### config.mk
export PLATFORM = sky130hd
export DESIGN_NAME = lea_key_schedule_unit_flat
export DESIGN_NICKNAME = d
export VERILOG_FILES = /design/src/sv/lea_ks_pkg.sv /design/src/sv/lea_ks_ifs.sv /design/src/sv/lea_ks_update.sv /design/src/sv/lea_key_schedule_unit.sv /design/src/flat_wrapper.sv
export SDC_FILE = /design/constraint.sdc
export NUM_CORES = 1
export LEC_CHECK = 0
export BUFFER_PORTS_ARGS = -buffer_cell sky130_fd_sc_hd__buf_2
export CAP_MARGIN = 0
export CORE_UTILIZATION = 39
export CTS_CLUSTER_SIZE = 30
export DETAILED_ROUTE_END_ITERATION = 7
export PLACE_DENSITY = 0.54
export SLEW_MARGIN = 20
export SYNTH_ARGS = -nofsm -noshare
export SYNTH_HDL_FRONTEND = slang
export SYNTH_SLANG_ARGS = --single-unit
### constraint.sdc
create_clock -name clk -period 16.3 [get_ports clk]
set_input_delay 3.26 -clock clk [delete_from_list [all_inputs] [get_ports clk]]
set_output_delay 3.26 -clock clk [all_outputs]
set_load 0.03 [all_outputs]
### src/sv/lea_ks_pkg.sv
// Shared types, constants and helper functions of the LEA key schedule.
package lea_ks_pkg;

  localparam logic [1:0] MODE_128 = 2'd0;
  localparam logic [1:0] MODE_192 = 2'd1;
  localparam logic [1:0] MODE_256 = 2'd2;

  typedef struct packed {
    logic [2:0] delta_sel;
    logic [4:0] delta_rot;
    logic [2:0] word_sel;
  } lea_ks_upd_ctl_t;

  function automatic logic [31:0] delta_word(input logic [2:0] idx);
    logic [31:0] d;
    case (idx)
      3'd0:    d = 32'hc3efe9db;
      3'd1:    d = 32'h44626b02;
      3'd2:    d = 32'h79e27c8a;
      3'd3:    d = 32'h78df30ec;
      3'd4:    d = 32'h715ea49e;
      3'd5:    d = 32'hc785da0a;
      3'd6:    d = 32'he04ef22a;
      3'd7:    d = 32'he5c40957;
      default: d = 32'hc3efe9db;
    endcase
    return d;
  endfunction

  function automatic logic [4:0] rot_amt(input logic [2:0] j);
    logic [4:0] r;
    case (j)
      3'd0:    r = 5'd1;
      3'd1:    r = 5'd3;
      3'd2:    r = 5'd6;
      3'd3:    r = 5'd11;
      3'd4:    r = 5'd13;
      3'd5:    r = 5'd17;
      default: r = 5'd1;
    endcase
    return r;
  endfunction

  function automatic logic [31:0] rotl32(input logic [31:0] v, input logic [4:0] r);
    logic [63:0] t;
    t = {v, v} << r;
    return t[63:32];
  endfunction

  // Index of the last key word, which is also the last delta index.
  function automatic logic [2:0] last_word_idx(input logic [1:0] mode);
    logic [2:0] n;
    case (mode)
      MODE_128: n = 3'd3;
      MODE_192: n = 3'd5;
      default:  n = 3'd7;
    endcase
    return n;
  endfunction

  function automatic logic [2:0] last_col(input logic [1:0] mode);
    return (mode == MODE_128) ? 3'd3 : 3'd5;
  endfunction

  function automatic logic [4:0] last_round_idx(input logic [1:0] mode);
    logic [4:0] n;
    case (mode)
      MODE_128: n = 5'd23;
      MODE_192: n = 5'd27;
      default:  n = 5'd31;
    endcase
    return n;
  endfunction

endpackage

### src/sv/lea_ks_ifs.sv
// Handshake channel interfaces of the LEA key schedule.
interface lea_ks_cfg_if;
  logic       valid;
  logic       ready;
  logic [1:0] key_length_mode;
  modport source (output valid, output key_length_mode, input ready);
  modport sink (input valid, input key_length_mode, output ready);
endinterface

interface lea_ks_key_if;
  logic        valid;
  logic        ready;
  logic [31:0] key_word;
  modport source (output valid, output key_word, input ready);
  modport sink (input valid, input key_word, output ready);
endinterface

interface lea_ks_rk_if;
  logic        valid;
  logic        ready;
  logic [4:0]  round_index;
  logic [31:0] round_key_0;
  logic [31:0] round_key_1;
  logic [31:0] round_key_2;
  logic [31:0] round_key_3;
  logic [31:0] round_key_4;
  logic [31:0] round_key_5;
  logic        last_round;
  modport source (output valid, output round_index, output round_key_0,
                  output round_key_1, output round_key_2, output round_key_3,
                  output round_key_4, output round_key_5, output last_round,
                  input ready);
  modport sink (input valid, input round_index, input round_key_0,
                input round_key_1, input round_key_2, input round_key_3,
                input round_key_4, input round_key_5, input last_round,
                output ready);
endinterface

### src/sv/lea_ks_update.sv
// Shared word update: add the rotated delta, then apply the fixed rotation.
module lea_ks_update (
  input  logic [31:0]               state_word,
  input  lea_ks_pkg::lea_ks_upd_ctl_t ctl,
  output logic [31:0]               new_word
);
  import lea_ks_pkg::*;

  logic [31:0] delta_rot;
  logic [31:0] sum;

  assign delta_rot = rotl32(delta_word(ctl.delta_sel), ctl.delta_rot);
  assign sum       = state_word + delta_rot;
  assign new_word  = rotl32(sum, rot_amt(ctl.word_sel));

endmodule

### src/sv/lea_key_schedule_unit.sv
// LEA key schedule: collects a 4, 6 or 8 word master key and emits its round keys.
// Key words are taken one per cycle in ST_LOAD while cfg_ch.valid is low; the last word
// starts the expansion. Each round updates its 4 or 6 words in turn, then emits in ST_EMIT.
// A single adder-and-rotator update unit serves every word; output stalls hold the schedule.
// Synchronous active-low reset clears the sequencer, counters, mode (128-bit) and output valid.
module lea_key_schedule_unit (
  input logic         clk,
  input logic         rst_n,
  lea_ks_cfg_if.sink  cfg_ch,
  lea_ks_key_if.sink  in_ch,
  lea_ks_rk_if.source out_ch
);
  import lea_ks_pkg::*;

  localparam logic [1:0] ST_LOAD = 2'd0;
  localparam logic [1:0] ST_RUN  = 2'd1;
  localparam logic [1:0] ST_EMIT = 2'd2;

  logic [1:0]  state_r, state_nxt;
  logic [1:0]  mode_r, mode_nxt;
  logic [2:0]  words_r, words_nxt;
  logic [4:0]  round_r, round_nxt;
  logic [2:0]  j_r, j_nxt;
  logic [2:0]  slot_r, slot_nxt;
  logic [2:0]  didx_r, didx_nxt;
  logic        out_valid_r, out_valid_nxt;
  logic [4:0]  out_round_r;
  logic        out_last_r;
  logic [31:0] out_rk_r [6];
  logic [31:0] key_r [8];
  logic [31:0] buf_r [6];

  logic        in_acc, cfg_acc, out_free, emit, is_256;
  logic [2:0]  last_idx, last_j;
  logic [4:0]  last_rnd;
  logic [31:0] upd_word;
  lea_ks_upd_ctl_t ctl;

  assign is_256   = mode_r[1];
  assign last_idx = last_word_idx(mode_r);
  assign last_j   = last_col(mode_r);
  assign last_rnd = last_round_idx(mode_r);

  assign cfg_ch.ready = (state_r == ST_LOAD) && !out_valid_r;
  assign in_ch.ready  = (state_r == ST_LOAD) && !cfg_ch.valid;
  assign cfg_acc      = cfg_ch.valid && cfg_ch.ready;
  assign in_acc       = in_ch.valid && in_ch.ready;
  assign out_free     = !out_valid_r || out_ch.ready;
  assign emit         = (state_r == ST_EMIT) && out_free;

  assign ctl.delta_sel = didx_r;
  assign ctl.delta_rot = round_r + {2'b00, j_r};
  assign ctl.word_sel  = j_r;

  lea_ks_update u_update (
    .state_word (key_r[slot_r]),
    .ctl        (ctl),
    .new_word   (upd_word)
  );

  always_comb begin
    state_nxt = state_r;
    mode_nxt  = mode_r;
    words_nxt = words_r;
    round_nxt = round_r;
    j_nxt     = j_r;
    slot_nxt  = slot_r;
    didx_nxt  = didx_r;
    if (cfg_acc) begin
      mode_nxt  = cfg_ch.key_length_mode;
      words_nxt = 3'd0;
    end
    case (state_r)
      ST_LOAD: begin
        if (in_acc) begin
          if (words_r == last_idx) begin
            state_nxt = ST_RUN;
            words_nxt = 3'd0;
            round_nxt = 5'd0;
            j_nxt     = 3'd0;
            slot_nxt  = 3'd0;
            didx_nxt  = 3'd0;
          end else begin
            words_nxt = words_r + 3'd1;
          end
        end
      end
      ST_RUN: begin
        // The 256-bit schedule walks the eight working words continuously.
        if (j_r == last_j) begin
          state_nxt = ST_EMIT;
          j_nxt     = 3'd0;
          slot_nxt  = is_256 ? slot_r + 3'd1 : 3'd0;
        end else begin
          j_nxt    = j_r + 3'd1;
          slot_nxt = slot_r + 3'd1;
        end
      end
      ST_EMIT: begin
        if (out_free) begin
          didx_nxt = (didx_r == last_idx) ? 3'd0 : didx_r + 3'd1;
          if (round_r == last_rnd) begin
            state_nxt = ST_LOAD;
            round_nxt = 5'd0;
          end else begin
            state_nxt = ST_RUN;
            round_nxt = round_r + 5'd1;
          end
        end
      end
      default: state_nxt = ST_LOAD;
    endcase
  end

  always_comb begin
    if (emit) begin
      out_valid_nxt = 1'b1;
    end else if (out_ch.ready) begin
      out_valid_nxt = 1'b0;
    end else begin
      out_valid_nxt = out_valid_r;
    end
  end

  always_ff @(posedge clk) begin
    if (!rst_n) begin
      state_r     <= ST_LOAD;
      mode_r      <= MODE_128;
      words_r     <= 3'd0;
      round_r     <= 5'd0;
      j_r         <= 3'd0;
      slot_r      <= 3'd0;
      didx_r      <= 3'd0;
      out_valid_r <= 1'b0;
    end else begin
      state_r     <= state_nxt;
      mode_r      <= mode_nxt;
      words_r     <= words_nxt;
      round_r     <= round_nxt;
      j_r         <= j_nxt;
      slot_r      <= slot_nxt;
      didx_r      <= didx_nxt;
      out_valid_r <= out_valid_nxt;
    end
  end

  always_ff @(posedge clk) begin
    if (in_acc) begin
      key_r[words_r] <= in_ch.key_word;
    end else if (state_r == ST_RUN) begin
      key_r[slot_r] <= upd_word;
    end
    if (state_r == ST_RUN) begin
      buf_r[j_r] <= upd_word;
    end
  end

  // The 128-bit round key repeats T1 in words 1, 3 and 5.
  always_ff @(posedge clk) begin
    if (emit) begin
      out_round_r <= round_r;
      out_last_r  <= (round_r == last_rnd);
      if (mode_r == MODE_128) begin
        out_rk_r[0] <= buf_r[0];
        out_rk_r[1] <= buf_r[1];
        out_rk_r[2] <= buf_r[2];
        out_rk_r[3] <= buf_r[1];
        out_rk_r[4] <= buf_r[3];
        out_rk_r[5] <= buf_r[1];
      end else begin
        out_rk_r[0] <= buf_r[0];
        out_rk_r[1] <= buf_r[1];
        out_rk_r[2] <= buf_r[2];
        out_rk_r[3] <= buf_r[3];
        out_rk_r[4] <= buf_r[4];
        out_rk_r[5] <= buf_r[5];
      end
    end
  end

  assign out_ch.valid       = out_valid_r;
  assign out_ch.round_index = out_round_r;
  assign out_ch.round_key_0 = out_rk_r[0];
  assign out_ch.round_key_1 = out_rk_r[1];
  assign out_ch.round_key_2 = out_rk_r[2];
  assign out_ch.round_key_3 = out_rk_r[3];
  assign out_ch.round_key_4 = out_rk_r[4];
  assign out_ch.round_key_5 = out_rk_r[5];
  assign out_ch.last_round  = out_last_r;

`ifndef NO_ASSERTIONS
  a_start_run: assert property (@(posedge clk) disable iff (!rst_n)
    (in_acc && words_r == last_idx) |=> (state_r == ST_RUN))
    else $error("expansion did not start after the last key word");

  a_last_index: assert property (@(posedge clk) disable iff (!rst_n)
    (out_valid_r && out_last_r) |-> (out_round_r == last_rnd))
    else $error("last round flag on the wrong round index");

  a_slot_col: assert property (@(posedge clk) disable iff (!rst_n)
    (state_r == ST_RUN && !is_256) |-> (slot_r == j_r))
    else $error("working word slot out of step with the column");

  a_col_range: assert property (@(posedge clk) disable iff (!rst_n)
    (state_r == ST_RUN) |-> (j_r <= last_j))
    else $error("column counter past the last word of the round");
`endif

endmodule
### src/flat_wrapper.sv
// flat-port wrapper written by rule: the top's interface ports become plain ports
module lea_key_schedule_unit_flat import lea_ks_pkg::*;
  (clk, rst_n, cfg_ch_valid, cfg_ch_key_length_mode, cfg_ch_ready, in_ch_valid, in_ch_key_word, in_ch_ready, out_ch_valid, out_ch_round_index, out_ch_round_key_0, out_ch_round_key_1, out_ch_round_key_2, out_ch_round_key_3, out_ch_round_key_4, out_ch_round_key_5, out_ch_last_round, out_ch_ready);
  lea_ks_cfg_if cfg_ch_i ();
  lea_ks_key_if in_ch_i ();
  lea_ks_rk_if out_ch_i ();
  input logic clk;
  input logic rst_n;
  input wire logic [$bits(cfg_ch_i.valid)-1:0] cfg_ch_valid;
  input wire logic [$bits(cfg_ch_i.key_length_mode)-1:0] cfg_ch_key_length_mode;
  output wire logic [$bits(cfg_ch_i.ready)-1:0] cfg_ch_ready;
  input wire logic [$bits(in_ch_i.valid)-1:0] in_ch_valid;
  input wire logic [$bits(in_ch_i.key_word)-1:0] in_ch_key_word;
  output wire logic [$bits(in_ch_i.ready)-1:0] in_ch_ready;
  output wire logic [$bits(out_ch_i.valid)-1:0] out_ch_valid;
  output wire logic [$bits(out_ch_i.round_index)-1:0] out_ch_round_index;
  output wire logic [$bits(out_ch_i.round_key_0)-1:0] out_ch_round_key_0;
  output wire logic [$bits(out_ch_i.round_key_1)-1:0] out_ch_round_key_1;
  output wire logic [$bits(out_ch_i.round_key_2)-1:0] out_ch_round_key_2;
  output wire logic [$bits(out_ch_i.round_key_3)-1:0] out_ch_round_key_3;
  output wire logic [$bits(out_ch_i.round_key_4)-1:0] out_ch_round_key_4;
  output wire logic [$bits(out_ch_i.round_key_5)-1:0] out_ch_round_key_5;
  output wire logic [$bits(out_ch_i.last_round)-1:0] out_ch_last_round;
  input wire logic [$bits(out_ch_i.ready)-1:0] out_ch_ready;
  assign cfg_ch_i.valid = cfg_ch_valid;
  assign cfg_ch_i.key_length_mode = cfg_ch_key_length_mode;
  assign cfg_ch_ready = cfg_ch_i.ready;
  assign in_ch_i.valid = in_ch_valid;
  assign in_ch_i.key_word = in_ch_key_word;
  assign in_ch_ready = in_ch_i.ready;
  assign out_ch_valid = out_ch_i.valid;
  assign out_ch_round_index = out_ch_i.round_index;
  assign out_ch_round_key_0 = out_ch_i.round_key_0;
  assign out_ch_round_key_1 = out_ch_i.round_key_1;
  assign out_ch_round_key_2 = out_ch_i.round_key_2;
  assign out_ch_round_key_3 = out_ch_i.round_key_3;
  assign out_ch_round_key_4 = out_ch_i.round_key_4;
  assign out_ch_round_key_5 = out_ch_i.round_key_5;
  assign out_ch_last_round = out_ch_i.last_round;
  assign out_ch_i.ready = out_ch_ready;
  lea_key_schedule_unit u_core (.clk(clk), .rst_n(rst_n), .cfg_ch(cfg_ch_i), .in_ch(in_ch_i), .out_ch(out_ch_i));
endmodule
* Word level (Yosys, flattened, before mapping)
Memories as Yosys holds them, arrays and structs flattened. A register that Yosys moved wholly into a read port is not among the register bits. Cells that the tools add are included. Widths: inputs -> output; s select.
Storage, ports and cells: flip-flop bits (word level) 28, latch bits 0, RAM bits 640, ROM bits 248, memories kept 4
Operators by class: $add $sub $neg 7, $mul 0, divide/modulo/power cells 0, order comparisons 0, equal/unequal tests 16, shift operators 2, mux-type cells 56, bitwise operators 6, reductions and logical operators 17
Memory list:
- u_core.key_r | depth 8, bits a word 32, read ports 1, clocked after Yosys merged registers in 1, wr ports 1, RTL line lea_key_schedule_unit.sv:30 | logic [31:0] key_r [8];
- (name not given) | depth 8, bits a word 31, read ports 1, clocked after Yosys merged registers in 1, wr ports 0, RTL line lea_ks_pkg.sv:16 | case (idx)
- u_core.buf_r | depth 6, bits a word 32, read ports 6, clocked after Yosys merged registers in 0, wr ports 1, RTL line lea_key_schedule_unit.sv:31 | logic [31:0] buf_r [6];
- u_core.out_rk_r | depth 6, bits a word 32, read ports 6, clocked after Yosys merged registers in 0, wr ports 6, RTL line lea_key_schedule_unit.sv:29 | logic [31:0] out_rk_r [6];
Operator list (number):
- $mux 32 | 7
- $shl 64x5->64 | 2
- $mux 3 | 17
- $add 32x32->32 | 1
- $reduce_or 32->1 | 1
- $pmux 5 s5 | 1
- $pmux 3 s2 | 4
- $mux 5 | 4
- $mux 1 | 16
- $add 3x1->3 const B | 4
- $pmux 5 s2 | 1
- $eq 3x3->1 | 3
- $mux 2 | 4
- $pmux 4 s2 | 1
- $reduce_and 4->1 | 2
- $eq 3x2->1 const B | 2
- $eq 3x3->1 const B | 2
- $ne 2x1->1 const B | 3
- $or 1x1->1 | 6
- $pmux 2 s3 | 1
- $reduce_bool 2->1 | 3
- $add 5x1->5 const B | 1
- $add 5x3->5 | 1
- $eq 5x5->1 | 1
- 9 further kinds | 16

* Depth between registers and ports, before layout
word-level depth 8, mapped depth 28, depth with buffers taken out 22

* Hierarchy
Synthesis repeated with hierarchy kept, for this count alone.
Unflattened totals: cells, all modules 2108, area, all modules 30535.5 µm²
Modules (own cells, without submodules):
- lea_key_schedule_unit | instances 1, cells an instance 1186, area an instance 24546.0 µm², sequential area each 19899.1 µm²
- lea_ks_update | instances 1, cells an instance 922, area an instance 5989.5 µm², sequential area each 0.0 µm²

* Worst setup path after synthesis
Ideal clock, no wire load.
path type input port to flip-flop, start point input port out_ch_ready, end point memory u_core.out_rk_r[0][0], enable pin, library setup time 0.768 ns, data arrival time 11.820 ns, required time 15.532 ns, slack 3.712 ns, cell stages on the path 2, path through nand2b_1 > nor2b_1
RTL lines:
- start: declaration | RTL line flat_wrapper.sv:24 | input wire logic [$bits(out_ch_i.ready)-1:0] out_ch_ready;
- end: declaration | RTL line lea_key_schedule_unit.sv:29

* Worst setup path after layout
start point register u_core.j_r[1], end point memory u_core.key_r[0][29] (data pin)
On the way: longest elaborated chain between the ends 5, elaborated cells between the ends (all ways) 11, classes of those cells add/sub (2); eq/ne (5); shift (2); mux (2)
RTL lines:
- start: declaration | RTL line lea_key_schedule_unit.sv:23 | logic [2:0] j_r, j_nxt;
- start signal: assignment | RTL line lea_key_schedule_unit.sv:140 | j_r <= j_nxt;
- $add 5x3->5 | RTL line lea_key_schedule_unit.sv:52 | assign ctl.delta_rot = round_r + {2'b00, j_r};
- $shl 64x5->64 | RTL line lea_ks_pkg.sv:46 | t = {v, v} << r;
- $add 32x32->32 | RTL line lea_ks_update.sv:13 | assign sum = state_word + delta_rot;
- $shl 64x5->64 * | RTL line lea_ks_pkg.sv:46
- $mux 32 (no source line) *
- end: declaration | RTL line lea_key_schedule_unit.sv:30
Mark *: on every way between the ends. The rest lies on a longest branch, timed or not.

==> summary.txt <==
STA
  • Max-slew headroom: 0.243
  • Setup TNS: 0 ps
  • Clock Skew: 36.5 ps
  • RSZ-0062 raised after global routing: no
  • FMAX: 126 MHz
  • Minimum hold slack: 405 ps
  • Slew Viols, Final: 0
  • Crit share post-route: 0.487
  • Setup Viol. Count Final: 0
  • Hold Violations, Final: 0
  • Least-Margin Pin Slew: 1140 ps
  • Final Critical Period: 7940 ps

Detailed routing
  • Met3 routed WL: 5920 um
  • Iter 0 DRT Violations: 2131
  • Metal2 WL: 44100 um
  • Post-Route WL: 94100 um
  • Final ANT Viol Nets: 0
  • DRC: 0
  • WL per Instance: 24.9 um
  • Via Count: 21430
  • M1 WL: 41300 um
  • Pre-antenna DRT Iters: 6
  • Routed vias/inst: 5.68
  • Uppermost layer routed: met5

Hold path
  • Min-Delay Startpoint: u_core.buf_r[2][1]$_DFFE_PP_
  • HP Class: reg2reg

Clock network
  • Root buffer cell: clkbuf_16
  • Post-CTS Hold Fix Bufs: 0
  • CTS tree: yes
  • Post-CTS setup buffer count: 0
  • Clock Path Buffers: 3
  • Post-cts resize count: 0
  • Reg clk slew, reported paths: 60 ps
  • # clock sinks: 701
  • Clk_lat worst skew: 650 ps
  • TritonCTS buffer count: 74
  • H-tree Lvls: 3

Yosys
  • Post-synth net total: 2519
  • Post-synth EDFFs: 646
  • Fraction of registers with async set/reset: 0
  • Yosys warnings: 0
  • #FFs+latches synth: 701
  • Post-synthesis cell count: 2423
  • Area of the mapped netlist: 0.0322 sq mm
  • Sequential area share after synthesis: 0.637
  • Dominant synthesized flop cell: edfxtp_1
  • Number of library cell types mapped by synthesis: 94
  • Commonest cells in the netlist: 646 x edfxtp_1, 429 x nand2_1, 148 x nor2_1
  • Post-synth top area share: 0.603
  • Area leader, netlist: edfxtp_1
  • Top cells by area, synth: edfxtp_1 60%, mux4_2 5.7%, nand2_1 5.0%
  • Most frequent cell after synthesis: edfxtp_1
  • Syn Area/Cell: 13.3 sq um

Floorplanning
  • Core area: 0.0811 sq mm
  • Initial Utilization: 0.397
  • Num ports: 240
  • # rows: 104
  • Die extent in y: 289 um
  • Die area: 0.0837 sq mm
  • Die W: 289 um

Setup path
  • Crit path kind: reg2reg
  • Worst r2r src: u_core.j_r[1]$_SDFFE_PN0P_
  • Setup crit start: u_core.j_r[1]$_SDFFE_PN0P_
  • Crit end category: flop
  • Setup crit start kind: flop
  • Crit Path Max Fanout: 35
  • Arrival @ worst endpoint: 8240 ps
  • Critical Path RT: 16600 ps

Run status
  • Outcome: completed

Cells and area
  • Filler instances: 7202
  • Share of cells above drive strength 1: 0.219
  • Area delta synth->final: 15.5%
  • Nets: 2747

Pwr
  • Gate power share: 0.063
  • Sequential Power Share: 0.508
  • Switch share: 0.228
  • PD cells: 105 mW/mm^2
  • Leakage: 13.1 nW
  • Worst vdd ir: 0.0729 mV
  • Final Power: 3.89 mW
  • Internal Power: 3.01 mW
  • Clock network fraction of total power: 0.428
  • P_sw: 887 uW

GRT
  • Total grt overflow: 0
  • First-pass GRT wire length: 137000 um
  • Initial antenna violation count: 4
  • Total track usage: 0.222
  • Largest net degree at the start of global routing: 85
  • Vias in the first global route: 20795

Placement
  • Gpl congestion: 0.986
  • Post-DP HPWL: 65400 um
  • # port buffers: 239

Job
  • Max cap viols: 0
cells by family (layout without fill, tap and decap cells):
family	after synthesis	after routing	share of synthesized area
XOR/XNOR	29	29	0.00813
other	0	3	0
AND/OR/NAND/NOR	777	777	0.105
buffers and inverters	160	445	0.0199
AO/OA/AOI/OAI	463	463	0.0999
flip-flops	701	701	0.637
multiplexers	236	236	0.108
adder cells (fa/ha/maj)	57	57	0.0226
metal layers:
layer | up-vias | GRT usage
met5 | - | 0
met4 | 6 | 0.0732
met3 | 158 | 0.0319
met2 | 808 | 0.358
met1 | 10732 | 0.309
li1 | 9726 | -
per-stage QoR:
step | cells | cell area (sq um) | setup WS (ps) | utilization
final | 3771 | 37200 | 8360 | 0.458
after CTS | 3767 | 37100 | 8260 | 0.458
after floorplan | 2423 | 32200 | 3710 | -
after detailed placement | 3634 | 34700 | 8310 | 0.428
after global routing | 3769 | 37200 | 7830 | 0.458
after global placement | 3634 | 34700 | 8470 | 0.428
layout make-up:
cell class              count  area, sq um  share of cell area
flip-flops and latches    701        20500               0.552
multi-input cells        1562        11200               0.303
clock buffers              91         1950              0.0524
repair buffers            286         1550              0.0417
well taps                1060         1330              0.0357
clock inverters            42          488              0.0131
inverters                  26         97.6             0.00263
diodes                      3         7.51            0.000202
power groups by stage:
| stage | combinational, mW | sequential [mW] | clock (mW) |
|---|---|---|---|
| after detailed placement | 0.238 | 2.02 | 0 |
| after global placement | 0.237 | 2.02 | 0 |
| after floorplan | 0.145 | 2.02 | 0 |
| after global routing | 0.261 | 1.98 | 1.77 |
| after CTS | 0.239 | 1.98 | 1.70 |
| final | 0.246 | 1.98 | 1.67 |
cells in the final DEF, fill, tap and decap left out, drive strengths merged, types with 21 or more instances in the layout:
master  instances
clkinv         33
clkbuf         91
nand2         429
nand2b         21
o31ai          23
o21ai         109
ha             55
buf           286
a21oi          95
nand3          24
mux2i         101
dfxtp          55
and2           22
edfxtp        646
mux2           53
mux4           82
nor2          149
inv            28
o211ai         28
nor3           43
sequential cells by signal, summed over array words and instances, names as in the netlist, 5 cells and up, named ones only:
signal	flops
u_core.buf_r	192
u_core.key_r	256
u_core.out_ch.round_index	5
u_core.out_rk_r	192
u_core.round_r	5
path summary, 6_finish.rpt:
path                                           end  slack (ps)  cells past startpoint
setup / recovery     u_core.key_r[0][29]$_DFFE_PP_        8360                     19
hold / removal    u_core.out_rk_r[0][65]$_DFFE_PP_         400                      0
hold reg to reg   u_core.out_rk_r[0][65]$_DFFE_PP_         400                      0
setup reg to reg     u_core.key_r[0][29]$_DFFE_PP_        8360                     19
worst max-delay path, stage by stage, from the launching register on:
cell	delay [ps]
dfxtp_1	530
inv_1	210
fa_1	600
buf_4	390
mux2_2	400
o21ai_0	250
o21bai_1	170
mux4_2	550
ha_1	250
fa_1	470
a211oi_2	390
o211a_1	200
o21ba_1	460
nor3_1	120
nor4_1	300
xnor2_1	340
mux2i_1	150
a22oi_1	660
o311ai_0	300
o31ai_1	830
Power figures use the tool's default switching activity.
